<file path="src/sv/nlc_pkg.sv">
// Package: state codes, verdict codes, character constants and result type.
package nlc_pkg;

  localparam int MAX_LEN = 255;
  localparam logic [7:0] LEN_CAP = (MAX_LEN > 255) ? 8'd255 : 8'(MAX_LEN);

  typedef logic [4:0] state_t;

  localparam state_t ST_ZERO     = 5'd0;
  localparam state_t ST_NORMAL   = 5'd1;
  localparam state_t ST_HEX1     = 5'd2;
  localparam state_t ST_HEX2     = 5'd3;
  localparam state_t ST_FLOAT    = 5'd4;
  localparam state_t ST_EXP1     = 5'd5;
  localparam state_t ST_EXP2     = 5'd6;
  localparam state_t ST_EXP3     = 5'd7;
  localparam state_t ST_END_INT  = 5'd8;
  localparam state_t ST_END_LONG = 5'd9;
  localparam state_t ST_END_HEX  = 5'd10;
  localparam state_t ST_END_LHEX = 5'd11;
  localparam state_t ST_END_FLT  = 5'd12;
  localparam state_t ST_END_FLTE = 5'd13;
  localparam state_t ST_END_DBL  = 5'd14;
  localparam state_t ST_END_DBLE = 5'd15;
  localparam state_t ST_BAD      = 5'd16;
  localparam state_t ST_BAD_HEX  = 5'd17;
  localparam state_t ST_BAD_EXP  = 5'd18;
  localparam state_t ST_IDLE     = 5'd19;

  localparam logic [1:0] V_ACCEPT  = 2'd0;
  localparam logic [1:0] V_REFUSE  = 2'd1;
  localparam logic [1:0] V_ERROR   = 2'd2;
  localparam logic [1:0] V_NOSTART = 2'd3;

  localparam logic [3:0] K_NONE  = 4'd0;
  localparam logic [3:0] K_INT   = 4'd1;
  localparam logic [3:0] K_LONG  = 4'd2;
  localparam logic [3:0] K_HEX   = 4'd3;
  localparam logic [3:0] K_LHEX  = 4'd4;
  localparam logic [3:0] K_FLT   = 4'd5;
  localparam logic [3:0] K_FLTE  = 4'd6;
  localparam logic [3:0] K_DBL   = 4'd7;
  localparam logic [3:0] K_DBLE  = 4'd8;

  localparam logic [1:0] E_NONE     = 2'd0;
  localparam logic [1:0] E_TRAILING = 2'd1;
  localparam logic [1:0] E_BAD_HEX  = 2'd2;
  localparam logic [1:0] E_BAD_EXP  = 2'd3;

  localparam logic [7:0] CH_0     = "0";
  localparam logic [7:0] CH_9     = "9";
  localparam logic [7:0] CH_UA    = "A";
  localparam logic [7:0] CH_UF    = "F";
  localparam logic [7:0] CH_UZ    = "Z";
  localparam logic [7:0] CH_LA    = "a";
  localparam logic [7:0] CH_LF    = "f";
  localparam logic [7:0] CH_LZ    = "z";
  localparam logic [7:0] CH_LX    = "x";
  localparam logic [7:0] CH_UX    = "X";
  localparam logic [7:0] CH_DOT   = ".";
  localparam logic [7:0] CH_LL    = "l";
  localparam logic [7:0] CH_UL    = "L";
  localparam logic [7:0] CH_LE    = "e";
  localparam logic [7:0] CH_UE    = "E";
  localparam logic [7:0] CH_PLUS  = "+";
  localparam logic [7:0] CH_MINUS = "-";
  localparam logic [7:0] CH_UNDER = "_";
  localparam logic [7:0] CH_HIGH  = 8'h80;

  typedef struct packed {
    logic [1:0] verdict;
    logic [3:0] literal_kind;
    logic [1:0] error_class;
    logic [7:0] literal_length;
  } nlc_result_t;

  function automatic logic [3:0] kind_of(input state_t s);
    logic [3:0] k;
    case (s)
      ST_ZERO, ST_NORMAL, ST_END_INT: k = K_INT;
      ST_HEX2, ST_END_HEX:            k = K_HEX;
      ST_FLOAT, ST_END_DBL:           k = K_DBL;
      ST_EXP3, ST_END_DBLE:           k = K_DBLE;
      ST_END_LONG:                    k = K_LONG;
      ST_END_LHEX:                    k = K_LHEX;
      ST_END_FLT:                     k = K_FLT;
      ST_END_FLTE:                    k = K_FLTE;
      default:                        k = K_NONE;
    endcase
    return k;
  endfunction

  function automatic logic [1:0] class_of(input state_t s);
    logic [1:0] c;
    case (s)
      ST_BAD:     c = E_TRAILING;
      ST_BAD_HEX: c = E_BAD_HEX;
      ST_BAD_EXP: c = E_BAD_EXP;
      default:    c = E_NONE;
    endcase
    return c;
  endfunction

endpackage

</file>
<file path="src/sv/nlc_step.sv">
// One recognizer transition: next state, next length and the result fields.
module nlc_step import nlc_pkg::*; (
  input  logic [7:0]  char_code,
  input  logic        first,
  input  state_t      scan_state,
  input  logic [7:0]  accepted_count,
  output state_t      state_next,
  output logic [7:0]  count_next,
  output nlc_result_t result
);

  logic   is_dig, is_hex, is_word, is_e, is_f, is_l;
  logic   acc;
  logic   [1:0] vrd;
  state_t st;

  always_comb begin
    is_dig  = char_code inside {[CH_0:CH_9]};
    is_hex  = is_dig || (char_code inside {[CH_UA:CH_UF], [CH_LA:CH_LF]});
    is_word = (char_code inside {[CH_UA:CH_UZ], [CH_LA:CH_LZ], CH_UNDER})
              || (char_code >= CH_HIGH);
    is_e    = char_code inside {CH_LE, CH_UE};
    is_f    = char_code inside {CH_LF, CH_UF};
    is_l    = char_code inside {CH_LL, CH_UL};
    st      = scan_state;
    acc     = 1'b0;
    vrd     = V_ERROR;

    if (first) begin
      if (is_dig) begin
        st  = (char_code == CH_0) ? ST_ZERO : ST_NORMAL;
        vrd = V_ACCEPT;
      end else begin
        st  = ST_IDLE;
        vrd = V_NOSTART;
      end
    end else begin
      case (scan_state)
        ST_ZERO, ST_NORMAL: begin
          if (scan_state == ST_ZERO && (char_code inside {CH_LX, CH_UX})) begin
            st = ST_HEX1; acc = 1'b1;
          end else if (char_code == CH_DOT) begin
            st = ST_FLOAT; acc = 1'b1;
          end else if (is_dig) begin
            st = ST_NORMAL; acc = 1'b1;
          end else if (is_l) begin
            st = ST_END_LONG; acc = 1'b1;
          end else if (is_e) begin
            st = ST_EXP1; acc = 1'b1;
          end else if (is_word) begin
            st = ST_BAD;
          end else begin
            st = ST_END_INT; vrd = V_REFUSE;
          end
        end
        ST_HEX1: begin
          if (is_hex) begin
            st = ST_HEX2; acc = 1'b1;
          end else begin
            st = ST_BAD_HEX;
          end
        end
        ST_HEX2: begin
          if (is_l) begin
            st = ST_END_LHEX; acc = 1'b1;
          end else if (is_hex) begin
            acc = 1'b1;
          end else if (is_word) begin
            st = ST_BAD;
          end else begin
            st = ST_END_HEX; vrd = V_REFUSE;
          end
        end
        ST_FLOAT: begin
          if (is_f) begin
            st = ST_END_FLT; acc = 1'b1;
          end else if (is_e) begin
            st = ST_EXP1; acc = 1'b1;
          end else if (is_word) begin
            st = ST_BAD;
          end else if (!is_dig) begin
            st = ST_END_DBL; vrd = V_REFUSE;
          end else begin
            acc = 1'b1;
          end
        end
        ST_EXP1: begin
          if (char_code inside {CH_PLUS, CH_MINUS}) begin
            st = ST_EXP2; acc = 1'b1;
          end else if (is_dig) begin
            st = ST_EXP3; acc = 1'b1;
          end else begin
            st = ST_BAD_EXP;
          end
        end
        ST_EXP2: begin
          if (is_dig) begin
            st = ST_EXP3; acc = 1'b1;
          end else begin
            st = ST_BAD_EXP;
          end
        end
        ST_EXP3: begin
          if (is_f) begin
            st = ST_END_FLTE; acc = 1'b1;
          end else if (is_word) begin
            st = ST_BAD;
          end else if (!is_dig) begin
            st = ST_END_DBLE; vrd = V_REFUSE;
          end else begin
            acc = 1'b1;
          end
        end
        ST_END_FLT, ST_END_FLTE, ST_END_LHEX, ST_END_LONG: begin
          // suffix seen: glued digits and word chars are errors, anything else ends it
          if (is_dig || is_word) begin
            st = ST_BAD;
          end else begin
            vrd = V_REFUSE;
          end
        end
        ST_IDLE: vrd = V_NOSTART;
        default: vrd = V_ERROR;
      endcase
      if (acc) begin
        vrd = V_ACCEPT;
      end
    end

    if (st > ST_IDLE) begin
      st = ST_IDLE;
    end
  end

  assign state_next = st;

  always_comb begin
    if (first) begin
      count_next = is_dig ? 8'd1 : 8'd0;
    end else if (acc && (accepted_count < LEN_CAP)) begin
      count_next = accepted_count + 8'd1;
    end else begin
      count_next = accepted_count;
    end
  end

  assign result.verdict        = vrd;
  assign result.literal_kind   = kind_of(st);
  assign result.error_class    = class_of(st);
  assign result.literal_length = (st == ST_IDLE) ? 8'd0 : count_next;

endmodule

</file>
<file path="src/sv/number_literal_classifier.sv">
// Top level: input register, recognizer step and two-entry result buffer.
//
// number_literal_classifier scans C-style numeric literals one byte per
// request. A request with first set opens a new literal; each byte returns
// one result: verdict (accepted, refused, error, not a number start), the
// kind the literal would have if it ended here, the error class and the
// saturating length. Throughput is one byte per clock while in_stall is
// low: the only feedback loop is the single-step transition of the 5-bit
// scan state and the 8-bit length counter. A byte lands in the input
// register at the edge that accepts it; when it leaves that register its
// result is registered into the main result register, or into the skid
// register if main is full and not popped. The result side has a main
// register and a skid register, so a request is still taken while one
// result waits on out_stall; in_stall rises only when both output registers
// are full and a byte sits in the input register. After reset the
// recognizer acts as if a lone '0' had been seen, with a length of 0.
module number_literal_classifier import nlc_pkg::*; (
  input  logic       clk,
  input  logic       rst,
  input  logic       in_valid,
  output logic       in_stall,
  input  logic [7:0] char_code,
  input  logic       first,
  output logic       out_valid,
  input  logic       out_stall,
  output logic [1:0] verdict,
  output logic [3:0] literal_kind,
  output logic [1:0] error_class,
  output logic [7:0] literal_length
);

  // input register
  logic        s1_valid;
  logic [7:0]  s1_char;
  logic        s1_first;

  // recognizer state
  state_t      scan_state;
  logic [7:0]  accepted_count;
  state_t      state_next;
  logic [7:0]  count_next;
  nlc_result_t step_res;

  // result buffer: main register drives the ports, skid catches one more
  logic        main_valid;
  nlc_result_t main_res;
  logic        skid_valid;
  nlc_result_t skid_res;

  logic        in_take;
  logic        move;
  logic        pop;

  assign in_stall = s1_valid && skid_valid;
  assign in_take  = in_valid && !in_stall;
  assign move     = s1_valid && !skid_valid;
  assign pop      = main_valid && !out_stall;

  always_ff @(posedge clk) begin
    if (rst) begin
      s1_valid <= 1'b0;
    end else begin
      s1_valid <= in_take || (s1_valid && !move);
    end
    if (in_take) begin
      s1_char  <= char_code;
      s1_first <= first;
    end
  end

  nlc_step u_step (
    .char_code      (s1_char),
    .first          (s1_first),
    .scan_state     (scan_state),
    .accepted_count (accepted_count),
    .state_next     (state_next),
    .count_next     (count_next),
    .result         (step_res)
  );

  // state advances when the byte leaves the input register
  always_ff @(posedge clk) begin
    if (rst) begin
      scan_state     <= ST_ZERO;
      accepted_count <= 8'd0;
    end else if (move) begin
      scan_state     <= state_next;
      accepted_count <= count_next;
    end
  end

  always_ff @(posedge clk) begin
    if (rst) begin
      main_valid <= 1'b0;
      skid_valid <= 1'b0;
    end else if (skid_valid) begin
      // no push possible while skid is full
      if (pop) begin
        main_res   <= skid_res;
        skid_valid <= 1'b0;
      end
    end else if (move) begin
      if (!main_valid || pop) begin
        main_res   <= step_res;
        main_valid <= 1'b1;
      end else begin
        skid_res   <= step_res;
        skid_valid <= 1'b1;
      end
    end else if (pop) begin
      main_valid <= 1'b0;
    end
  end

  assign out_valid      = main_valid;
  assign verdict        = main_res.verdict;
  assign literal_kind   = main_res.literal_kind;
  assign error_class    = main_res.error_class;
  assign literal_length = main_res.literal_length;

endmodule

</file>
<file path="config.mk">
export PLATFORM = sky130hd
export DESIGN_NAME = number_literal_classifier
export DESIGN_NICKNAME = d
export VERILOG_FILES = /design/src/sv/nlc_pkg.sv /design/src/sv/nlc_step.sv /design/src/sv/number_literal_classifier.sv
export SDC_FILE = /design/constraint.sdc
export NUM_CORES = 1
export LEC_CHECK = 0
export BUFFER_PORTS_ARGS = -buffer_cell sky130_fd_sc_hd__buf_2
export CORE_ASPECT_RATIO = 0.6
export CORE_MARGIN = 4
export CORE_UTILIZATION = 60
export CTS_CLUSTER_SIZE = 24
export DETAILED_ROUTE_END_ITERATION = 7
export PLACE_DENSITY_LB_ADDON = 0.12
export SLEW_MARGIN = 0
export SYNTH_ARGS = -nofsm -noshare
export SYNTH_HDL_FRONTEND = slang
export SYNTH_SLANG_ARGS = --single-unit
</file>
<file path="constraint.sdc">
create_clock -name clk -period 4.6 [get_ports clk]
set_input_delay 0.46 -clock clk [delete_from_list [all_inputs] [get_ports clk]]
set_output_delay 0.46 -clock clk [all_outputs]
set_load 0.02 [all_outputs]
</file>
# After elaboration in Yosys (flattened, before gate mapping)
# Memory sizes are Yosys's and may differ from the RTL's.
# Cells that the tools add are included.
[word_totals] mem_bits_rw=0 ff_bits=57 latch_bits=0 word_cells=176 rom_bits=64 input_bits=13 n_memories=1 out_inout_bits=18
[memory_table] name="(no name shown)" depth=16 width=4 rd=1 rd_ports_with_merged_regs=0 write_ports=0 line="nlc_pkg.sv:79" rtl="case (s)"
[classes] multipliers=0 shifts=0 order_cmp=11 bitwise=3 reduce_logical=38 div=0 n_eq_ne=31 n_addsub=1 n_mux=76
[ops] cell="two-way mux 5 bit" n=23
[ops] cell="equality test 8 x 7 -> 1 bit (second input constant)" n=9
[ops] cell="two-way mux 16 bit" n=4
[ops] cell="one-hot mux 5 bit (8 select lines)" n=1
[ops] cell="two-way mux 2 bit" n=17
[ops] cell="equality test 8 x 6 -> 1 bit (second input constant)" n=4
[ops] cell="<= comparator 8 x 7 -> 1 bit (second input constant)" n=4
[ops] cell="equality test 5 bit (second input constant)" n=5
[ops] cell="two-way mux 1 bit" n=24
[ops] cell="two-way mux 8 bit" n=3
[ops] cell="equality test 5 x 3 -> 1 bit (second input constant)" n=4
[ops] cell="equality test 5 x 4 -> 1 bit (second input constant)" n=4
[ops] cell="nonzero test 2 bit" n=9
[ops] cell=">= comparator 8 x 7 -> 1 bit (second input constant)" n=2
[ops] cell="logical AND 1 bit" n=12
[ops] cell="one-hot mux 2 bit (6 select lines)" n=1
[ops] cell="equality test 5 x 2 -> 1 bit (second input constant)" n=2
[ops] cell="adder 8 x 1 -> 8 bit (second input constant)" n=1
[ops] cell=">= comparator 8 x 6 -> 1 bit (second input constant)" n=1
[ops] cell=">= comparator 8 bit (second input constant)" n=1
[ops] cell="<= comparator 8 x 6 -> 1 bit (second input constant)" n=1
[ops] cell="< comparator 8 bit (second input constant)" n=1
[ops] cell="AND reduction 4 bit" n=2
[ops] cell="one-hot mux 1 bit (7 select lines)" n=1
[ops] cell="other kinds (13)" n=24

# Longest topological paths before layout
# Gate-level depths: netlist of run 1.
[depth] word_depth=19 mapped_depth=15 depth_no_buf=12

# By module
# From an unflattened synthesis of run 1, not the netlist that was laid out.
[unflattened] hier_cells=376 hier_area_um2=3726.1
[modules_own_cells] module="number_literal_classifier" cells_each=135 area_per_inst_um2=2194.6 n_inst=1 seq_area_each_um2=1551.5
[modules_own_cells] module="nlc_step" cells_each=241 area_per_inst_um2=1531.5 n_inst=1 seq_area_each_um2=0.0

# Least setup slack after synthesis of run 1
# No wires, ideal clock.
[synth_path] kind="reg-to-reg" start="reg s1_char[2]" end="reg main_res (netlist bit literal_length[4]), data pin" synth_period_minus_slack_ns=3.314 setup_ns=0.268 t_arrival_ns=3.045 path_buffers=0 setup_slack_ns=1.286 required_ns=4.332 path_stages_with_launch=12 path_cell_list="edfxtp_1 -> or3_4 -> o32ai_2 -> a21oi_1 -> or3_4 -> o41a_4 -> and2b_4 -> o21a_4 -> inv_1 -> ha_1 -> a21o_1 -> o31ai_1"
[synth_via] elab_chain_len=19 word_cells_on_any_way=88 classes_between="10 x order compare; 14 x eq/ne; 47 x mux; 17 x reduce/logical"
[synth_rtl] element="start: declaration" line="number_literal_classifier.sv:34" rtl="logic [7:0] s1_char;"
[synth_rtl] element="start signal: assignment" line="number_literal_classifier.sv:66" rtl="s1_char <= char_code;"
[synth_rtl] element=">= comparator 8 x 7 -> 1 bit or <= comparator 8 x 7 -> 1 bit (tied branches)" line="nlc_step.sv:19, nlc_step.sv:20"
[synth_rtl] element="logical AND 1 bit" line="nlc_step.sv:20" rtl="is_word = (char_code inside {[CH_UA:CH_UZ], [CH_LA:CH_LZ], CH_UNDER})"
[synth_rtl] element="nonzero test 3 bit" line="nlc_step.sv:20"
[synth_rtl] element="logical OR 1 bit" line="nlc_step.sv:21" rtl="|| (char_code >= CH_HIGH);"
[synth_rtl] element="two-way mux 5 bit" line="nlc_step.sv:50" rtl="end else if (is_word) begin"
[synth_rtl] element="two-way mux 5 bit" line="nlc_step.sv:48" rtl="end else if (is_e) begin"
[synth_rtl] element="two-way mux 5 bit" line="nlc_step.sv:46" rtl="end else if (is_l) begin"
[synth_rtl] element="two-way mux 5 bit" line="nlc_step.sv:44" rtl="end else if (is_dig) begin"
[synth_rtl] element="[4 not listed]"
[synth_rtl] element="> comparator 5 bit" line="nlc_step.sv:130" rtl="if (st > ST_IDLE) begin"
[synth_rtl] element="two-way mux 5 bit (*)" line="nlc_step.sv:130"
[synth_rtl] element="net state_next[0]" line="number_literal_classifier.sv:40" rtl="state_t state_next;"
[synth_rtl] element="equality test 5 bit (*)" line="nlc_step.sv:150" rtl="assign result.literal_length = (st == ST_IDLE) ? 8'd0 : count_next;"
[synth_rtl] element="two-way mux 8 bit (*)" line="nlc_step.sv:150"
[synth_rtl] element="two-way mux 16 bit (*)" line="number_literal_classifier.sv:103" rtl="if (!main_valid || pop) begin"
[synth_rtl] element="two-way mux 16 bit (*)" line="number_literal_classifier.sv:102" rtl="end else if (move) begin"
[synth_rtl] element="two-way mux 16 bit (*)" line="number_literal_classifier.sv:96" rtl="end else if (skid_valid) begin"
[synth_rtl] element="end signal: assignment" line="number_literal_classifier.sv:99" rtl="main_res <= skid_res;"
[synth_rtl] element="end signal: assignment" line="number_literal_classifier.sv:104" rtl="main_res <= step_res;"
[synth_rtl] element="end: declaration" line="number_literal_classifier.sv:46" rtl="nlc_result_t main_res;"
# The timed path passes the listed nets; every way through them passes the cells marked *. The select of a mux whose other input is x is not followed.
# A chain may end at the register's enable or synchronous reset.

# Worst setup path in the final report of run 1
[layout_path] start="reg s1_char[3]" end="reg main_res (netlist bit literal_length[4]), data pin"
# The elaborated chain is that of the path after synthesis.

==> metrics.csv, run 1 <==
metric,value,unit
clockRootBuffer,clkbuf_8,
tightest_slew,902,ps
synth.distinct_cells,80,
die_w,109,um
gp_congestion,0.968,
p_int,0.00100,W
p_sw,0.000349,W
clk_pin_slew,70,ps
swShare,0.259,
areaGrowthSynthToFinish,10.9,%
crit_end,literal_length[4]$_DFFE_PP_,
grt.total_usage,0.261,
p_per_area,329,nW/um^2
setup_violations,0,
ys_ff_latch,57,
num_rows,21,
finalPower,0.00135,W
crit_type,reg2reg,
grt_remaining_overflow,0,
skew,9.98,ps
holdCritPathClass,in2reg,
status,"complete, no violations",
grt_pass1_wl,14.8,mm
period_needed,3860,ps
drive_above_1_share,0.193,
io_pins,31,
antenna_found_initial,0,
grt_pass1_vias,2886,
drt_iter0_drc,278,
stdcell_count,489,
drv_slew,0,
cts_setup_buffers,0,
start_util,0.640,
holdPathStages,1,
clock_path_buffers,2,
wl,9.11,mm
synth_edf_count,41,
tns,0,ps
crit_required,4680,ps
core,5780,sq um
cp-end-kind,flip-flop,
avgRoutedWirePerCell,18.6,um
worstSetupStartpoint,s1_char[3]$_DFFE_PP_,
start_kind,flip-flop,
r2r-start,s1_char[3]$_DFFE_PP_,
fin_ws,741,ps
whs,288,ps
drc,0,
dr.pass1.iters,7,
holdBufCountCts,0,
ir_drop,0.198,mV
r2r-end,literal_length[4]$_DFFE_PP_,
clock_sinks,57,
max_freq,0.259,GHz
maxCapViolations,0,
min_period_over_period,0.839,
vias,3201,
relSlewSlack,0.397,
rsz0062_at_grt,false,
syn_area,3700,sq um
viasPerCell,6.55,
htree_levels,3,
io_buffers,30,
yosysSeqAreaShare,0.419,
tritoncts,yes,
postRouteAntennaNets,0,
final-hold-violation-count,0,
syn-num-nets,406,
dp_hpwl,6.49,mm
avgSynthCellArea,9.56,sq um
die_h,68.8,um
antenna_cells,0,
dp.cells,473,
leakagePower,1.48,nW
seq_power_share,0.440,
crit_fanout,14,
pwr-share-clk,0.417,
rr_worst_depth,11,
pre_cts_ws,798,ps
design.die.area,7530,sq um
cts-buffers-inserted,9,
clk_latency,340,ps
yosysWarnings,0,
combPwrFrac,0.144,
crit_arrival,3930,ps
syn_inst,387,
synth-main-ff-cell,edfxtp_1,
grt_max_degree,32,
nets,423,
async_reset_ff_frac,0,
cts_resized,0,
reg2reg_slack,740,ps
## power by group through the flow
stage	clock network (W)	logic, W	registers [W]
floorplan	0	0.000149	0.000592
global placement	0	0.000185	0.000602
detailed placement	0	0.000187	0.000603
CTS	0.000566	0.000189	0.000592
global route	0.000596	0.000210	0.000596
finish	0.000562	0.000194	0.000593
## Yosys cell counts (6+ instances only)
cell	number	area, sq um
a21oi_1	15	75.1
and3_1	6	37.5
buf_2	8	40.0
clkbuf_1	19	71.3
dfxtp_1	16	320
edfxtp_1	41	1230
ha_1	6	75.1
inv_1	11	41.3
nand2_1	37	139
nand3_1	8	40.0
nand4_1	8	50.1
nor2_1	37	139
nor2b_1	6	37.5
nor3_1	9	45.0
o21ai_0	17	85.1
o31ai_1	9	67.6
or4_1	7	52.6
xor2_1	8	70.1
## worst min-delay path by stage
stage | slack, ps | start | to
finish | 290 | char_code[1] | s1_char[1]$_DFFE_PP_
global route | 270 | char_code[7] | s1_char[7]$_DFFE_PP_
CTS | 280 | char_code[1] | s1_char[1]$_DFFE_PP_
detailed placement | 510 | skid_res[10]$_DFFE_PP_ | literal_kind[0]$_DFFE_PP_
global placement | 490 | accepted_count[4]$_SDFFE_PP0P_ | accepted_count[4]$_SDFFE_PP0P_
floorplan | 480 | accepted_count[4]$_SDFFE_PP0P_ | accepted_count[4]$_SDFFE_PP0P_
## placed cells by master, fill, tap and decap left out, types with 4 or more instances in the layout
cell,count
nor3_1,8
and3_1,6
buf_4,6
edfxtp_1,41
o221ai_1,4
and2_1,5
o21ai_1,5
nand4_1,8
nor2b_1,6
ha_1,6
o31ai_1,9
clkbuf_8,9
a31oi_1,5
nand3_1,8
buf_2,30
dfxtp_1,16
or4_1,7
nand2_1,37
o21ai_0,17
mux2i_1,4
a21oi_1,15
xor2_1,8
a41oi_1,4
a21o_1,4
nor2_1,37
inv_1,11
## flip-flops by register name, indices dropped and copies added (netlist names)
name	count
s1_char	8
literal_length	8
s1_first	1
accepted_count	8
skid_res	16
s1_valid	1
literal_kind	4
out_valid	1
verdict	2
scan_state	5
error_class	2
skid_valid	1
## critical path, cell delays in order, from the launching register on
cell and delay (ps):
edfxtp_1 580, or3_1 490, o32ai_2 210, a21oi_1 100
or3_4 440, o31ai_2 470, and2b_4 270, o21a_4 210
inv_1 120, ha_1 290, a21o_1 290, o31ai_1 110
## stage by stage
stage	util	cell area, sq um
global placement	0.669	3870
global route	0.710	4110
finish	0.710	4110
detailed placement	0.669	3870
CTS	0.710	4110
floorplan	-	3700
## area by class of cell
| class | instances | area, sq um |
|---|---|---|
| clock buffers | 11 | 131 |
| clock inverters | 5 | 104 |
| fillers | 456 | 1680 |
| inverters | 11 | 41.3 |
| multi-input cells | 289 | 1980 |
| flip-flops and latches | 57 | 1550 |
| well taps | 80 | 100 |
| repair buffers | 36 | 195 |
## metal layers
metal	up-vias	part of all wire	track usage
met1	1500	0.48	0.388
met2	169	0.41	0.369
met5	-	0	0
li1	1516	-	-
met3	16	0.088	0.0707
met4	0	0.015	0.0793
## cell families (layout without fill, tap and decap cells)
family,count (synthesis),after routing,share of synthesized area
adder cells (fa/ha/maj),6,6,0.0203
flip-flops,57,57,0.419
AND/OR/NAND/NOR,156,156,0.235
multiplexers,7,7,0.0199
AO/OA/AOI/OAI,111,111,0.236
buffers and inverters,41,63,0.0483
XOR/XNOR,9,9,0.0213
Power figures use the tool's default switching activity.
==> run 2: changes to the inputs <==
clock period = 4.05 ns   (was 4.6 ns; I/O delays follow)
==> metrics.csv, run 2 (synthesized netlist as in run 1, its figures left out) <==
metric,value,unit,change
regArea,1550,sq um,unchanged
crit_required,4200,ps,was 4680 ps
io_pins,31,,unchanged
leakagePower,1.49,nW,was 1.48 nW
design.die.area,7530,sq um,unchanged
min_period_over_period,0.946,,was 0.839
multi_input_area,1990,sq um,was 1980 sq um
die_h,68.8,um,unchanged
final_common_cell,edfxtp_1,,unchanged
final-hold-violation-count,0,,unchanged
crit_arrival,3980,ps,was 3930 ps
final_cell_area,4120,sq um,was 4110 sq um
dp_hpwl,6.51,mm,was 6.49 mm
ir_drop,0.228,mV,was 0.198 mV
holdBufCountCts,0,,unchanged
tritoncts,yes,,unchanged
drv_slew,0,,unchanged
largest-register,skid_res,,unchanged
htree_levels,3,,unchanged
cp-end-kind,flip-flop,,unchanged
holdCritPathClass,in2reg,,unchanged
whs,238,ps,was 288 ps
nets,429,,was 423
fillerInstances,439,,was 456
setup_violations,0,,unchanged
crit_fanout,13,,was 14
grt_remaining_overflow,0,,unchanged
period_needed,3830,ps,was 3860 ps
drt_iter0_drc,367,,was 278
clock_sinks,57,,unchanged
max_freq,0.261,GHz,was 0.259 GHz
skew,5.81,ps,was 9.98 ps
clockRootBuffer,clkbuf_8,,unchanged
drc,0,,unchanged
tns,0,ps,unchanged
postRouteAntennaNets,0,,unchanged
grt_pass1_wl,14.6,mm,was 14.8 mm
grt.total_usage,0.258,,was 0.261
crit_type,reg2reg,,unchanged
cts_setup_buffers,0,,unchanged
grt_pass1_vias,2861,,"was 2,886"
core,5780,sq um,unchanged
relSlewSlack,0.386,,was 0.397
start_kind,flip-flop,,unchanged
maxCapViolations,0,,unchanged
clk_pin_slew,60,ps,was 70 ps
areaGrowthSynthToFinish,11.3,%,was 10.9%
num_rows,21,,unchanged
place_area,3920,sq um,was 3870 sq um
antenna_cells,0,,unchanged
largest_register_ffs,16,,unchanged
die_w,109,um,unchanged
clk_latency,340,ps,about the same
wl,9.12,mm,was 9.11 mm
mostFrequentLayoutCells,"edfxtp_1 (41), nand2_1 (37), nor2_1 (37), buf_2 (30), o21ai_0 (17)",,unchanged
grt_max_degree,32,,unchanged
io_buffers,30,,unchanged
p_per_area,346,nW/um^2,was 329 nW/um^2
vias,3269,,"was 3,201"
gp_congestion,0.981,,was 0.968
cts-buffers-inserted,9,,unchanged
rsz0062_at_grt,false,,unchanged
antenna_found_initial,0,,unchanged
tightest_slew,919,ps,was 902 ps
dr.pass1.iters,6,,was 7
viasPerCell,6.60,,was 6.55
clock_path_buffers,2,,unchanged
start_util,0.640,,unchanged
avgRoutedWirePerCell,18.4,um,was 18.6 um
drive_above_1_share,0.207,,was 0.193
status,"complete, no violations",,unchanged
==> run 2: worst paths after layout <==
| path | start | slack (ps) | to | depth (start not counted) |
|---|---|---|---|---|
| max | s1_char[2]$_DFFE_PP_ | 220 | literal_length[0]$_DFFE_PP_ | 12 |
| min | char_code[4] | 240 | s1_char[4]$_DFFE_PP_ | 1 |
| max reg2reg | s1_char[2]$_DFFE_PP_ | 220 | literal_length[0]$_DFFE_PP_ | 12 |
| min reg2reg | accepted_count[4]$_SDFFE_PP0P_ | 520 | accepted_count[4]$_SDFFE_PP0P_ | 2 |
==> run 2: critical path: stages, from the launching register on <==
cell and delay [ps]:
edfxtp_1 560, or3_4 470, o32ai_2 250, a21oi_1 100
nor3_1 480, a221oi_1 190, a221oi_1 270, buf_4 250
o21a_4 170, inv_1 80, ha_1 290, and2_1 210
o41ai_2 330
==> run 2: final cells by class <==
class	count	area share
repair buffers	42	0.0583
inverters	11	0.0100
well taps	80	0.0243
multi-input cells	289	0.483
flip-flops and latches	57	0.377
clock buffers	11	0.0343
clock inverters	5	0.0134
==> run 2: metal layers <==
| layer | vias to the layer above | global-route usage | wire length, um |
|---|---|---|---|
| met5 | - | 0 | 0 |
| met4 | 0 | 0.0824 | 125 |
| met3 | 15 | 0.0670 | 1070 |
| met2 | 201 | 0.361 | 3690 |
| met1 | 1518 | 0.388 | 4230 |
| li1 | 1535 | - | - |
==> run 2: where the power goes <==
group | switching, W | internal (W)
clock | 0.000230 | 0.000298
combinational | 0.000140 | 0.0000850
sequential | 0.0000296 | 0.000645
==> run 2: stage by stage <==
step	instances	setup WS, ps	util	power, W
final	495	218	0.713	0.00143
after global routing	495	4.73	0.713	0.00149
after CTS	495	237	0.711	0.00143
after detailed placement	479	242	0.677	0.000902
after global placement	479	413	0.677	0.000897
after floorplan	387	736	-	0.000842
==> run 2: repair_timing <==
item                                    in CTS  in global routing
endpoints found under the setup margin       0                  1
hold endpoints to repair                     0                  0
gates resized for setup                      0                  1
==> run 3: changes to the inputs <==
CTS_CLUSTER_SIZE = not set   (was 24)
clock period = 4 ns   (was 4.05 ns; I/O delays follow)
==> metrics.csv, run 3 (synthesized netlist as in run 1, its figures left out) <==
metric,value,unit,change
status,"complete, no violations",,unchanged
setup_violations,0,,unchanged
skew,10.5,ps,was 5.81 ps
grt_pass1_wl,15.0,mm,was 14.6 mm
die_w,109,um,unchanged
clk_latency,340,ps,about the same
avgRoutedWirePerCell,18.7,um,was 18.4 um
grt.busiest_layer,met1,,unchanged
tns,0,ps,unchanged
crit_required,4210,ps,was 4200 ps
worstSetupStartpoint,s1_char[3]$_DFFE_PP_,,was s1_char[2]$_DFFE_PP_
start_kind,flip-flop,,unchanged
maxCapViolations,0,,unchanged
ir_drop,0.283,mV,was 0.228 mV
areaGrowthSynthToFinish,14.6,%,was 11.3%
dp_hpwl,6.81,mm,was 6.51 mm
drive_above_1_share,0.224,,was 0.207
crit_type,reg2reg,,unchanged
period_needed,3790,ps,was 3830 ps
grt_use_met1,0.400,,was 0.388
cpMaxStageDelayCell,or4b_4,,was edfxtp_1
crit_arrival,4000,ps,was 3980 ps
mostFrequentLayoutCells,"edfxtp_1 (41), nand2_1 (37), nor2_1 (37), buf_2 (30), buf_4 (21)",,"was edfxtp_1 (41), nand2_1 (37), nor2_1 (37), buf_2 (30), o21ai_0 (17)"
clock_path_buffers,2,,unchanged
core,5780,sq um,unchanged
antenna_cells,0,,unchanged
wl,9.43,mm,was 9.12 mm
drt_iter0_drc,338,,was 367
io_pins,31,,unchanged
r2r-start,s1_char[3]$_DFFE_PP_,,was s1_char[2]$_DFFE_PP_
final_common_cell,edfxtp_1,,unchanged
largest-register,skid_res,,unchanged
gp_congestion,0.966,,was 0.981
rsz0062_at_grt,false,,unchanged
grtUsageMet3,0.0837,,was 0.0670
path_buf_inv,2,,unchanged
max_freq,0.264,GHz,was 0.261 GHz
holdCritPathClass,in2reg,,unchanged
num_rows,21,,unchanged
crit_fanout,10,,was 13
postRouteAntennaNets,0,,unchanged
grt_max_degree,32,,unchanged
final-hold-violation-count,0,,unchanged
clk_pin_slew,70,ps,was 60 ps
io_buffers,30,,unchanged
die_h,68.8,um,unchanged
largest_register_ffs,16,,unchanged
fillerInstances,436,,was 439
grt_remaining_overflow,0,,unchanged
htree_levels,3,,unchanged
min_period_over_period,0.948,,was 0.946
vias,3253,,"was 3,269"
design.die.area,7530,sq um,unchanged
whs,234,ps,was 238 ps
drc,0,,unchanged
clock_sinks,57,,unchanged
leakagePower,1.56,nW,was 1.49 nW
holdBufCountCts,0,,unchanged
path_common_cell,mux2i_1,,was a221oi_1
cp_slowest_stage_delay,590,ps,was 560 ps
cts-buffers-inserted,9,,unchanged
grt.total_usage,0.264,,was 0.258
tritoncts,yes,,unchanged
drv_slew,0,,unchanged
dr.pass1.iters,5,,was 6
crit_chain,"buf_4, or4b_4, or4_1, a41oi_1, a21oi_1, o41a_4, and2b_4, o21a_4, inv_1, ha_1, mux2i_1, mux2i_1, a22o_1",,"was or3_4, o32ai_2, a21oi_1, nor3_1, a221oi_1, a221oi_1, buf_4, o21a_4, inv_1, ha_1, and2_1, o41ai_2"
nets,438,,was 429
clockRootBuffer,clkbuf_8,,unchanged
grt_pass1_vias,2879,,"was 2,861"
start_util,0.640,,unchanged
antenna_found_initial,0,,unchanged
p_per_area,375,nW/um^2,was 346 nW/um^2
relSlewSlack,0.342,,was 0.386
tightest_slew,985,ps,was 919 ps
cp-end-kind,flip-flop,,unchanged
worstHoldStart,char_code[6],,was char_code[4]
worst_path_dominant_cell_family,simple AND/OR/NAND/NOR gates,,was compound AO/OA/AOI/OAI gates
viasPerCell,6.45,,was 6.60
use_met2,0.370,,was 0.361
[run 3: stage by stage]
stage / total power (W) / cell area [sq um] / setup WS, ps / util / std cells
floorplan: 0.000852 / 3700 / 686 / - / 387
global placement: 0.000917 / 3960 / 395 / 0.685 / 485
detailed placement: 0.000922 / 3960 / 216 / 0.685 / 485
CTS: 0.00158 / 4200 / 135 / 0.727 / 501
global route: 0.00165 / 4240 / 56.5 / 0.734 / 504
finish: 0.00159 / 4240 / 208 / 0.734 / 504
[run 3: repair_timing]
action / in CTS / in global routing
setup buffers: 0 / 3
gates resized for setup: 0 / 2
endpoints found under the setup margin: 0 / 18
[run 3: final timing paths]
check	slack, ps	cells past startpoint	endpoint
worst max-delay path	210	13	literal_kind[1]$_DFFE_PP_
worst min-delay path	230	1	s1_char[6]$_DFFE_PP_
worst max register to register	210	13	literal_kind[1]$_DFFE_PP_
worst min register to register	520	2	accepted_count[4]$_SDFFE_PP0P_
[run 3: routing by layer]
layer | wire length (um) | share of wire
met2 | 3940 | 0.42
met4 | 28 | 0.0030
met3 | 1100 | 0.12
met1 | 4360 | 0.46
met5 | 0 | 0
[run 3: area by class of cell]
| class | count | area (sq um) | area share |
|---|---|---|---|
| clock inverters | 5 | 103 | 0.0242 |
| clock buffers | 11 | 141 | 0.0333 |
| flip-flops and latches | 57 | 1550 | 0.366 |
| repair buffers | 51 | 308 | 0.0726 |
| inverters | 11 | 41.3 | 0.00974 |
| multi-input cells | 289 | 2000 | 0.471 |
| well taps | 80 | 100 | 0.0236 |
[run 3: report_power, final]
part,leakage (nW),switching (W),internal (W)
logic,0.920,0.000155,0.0000944
registers,0.522,0.0000197,0.000652
clock network,0.121,0.000238,0.000430
total,1.56,0.000413,0.00118
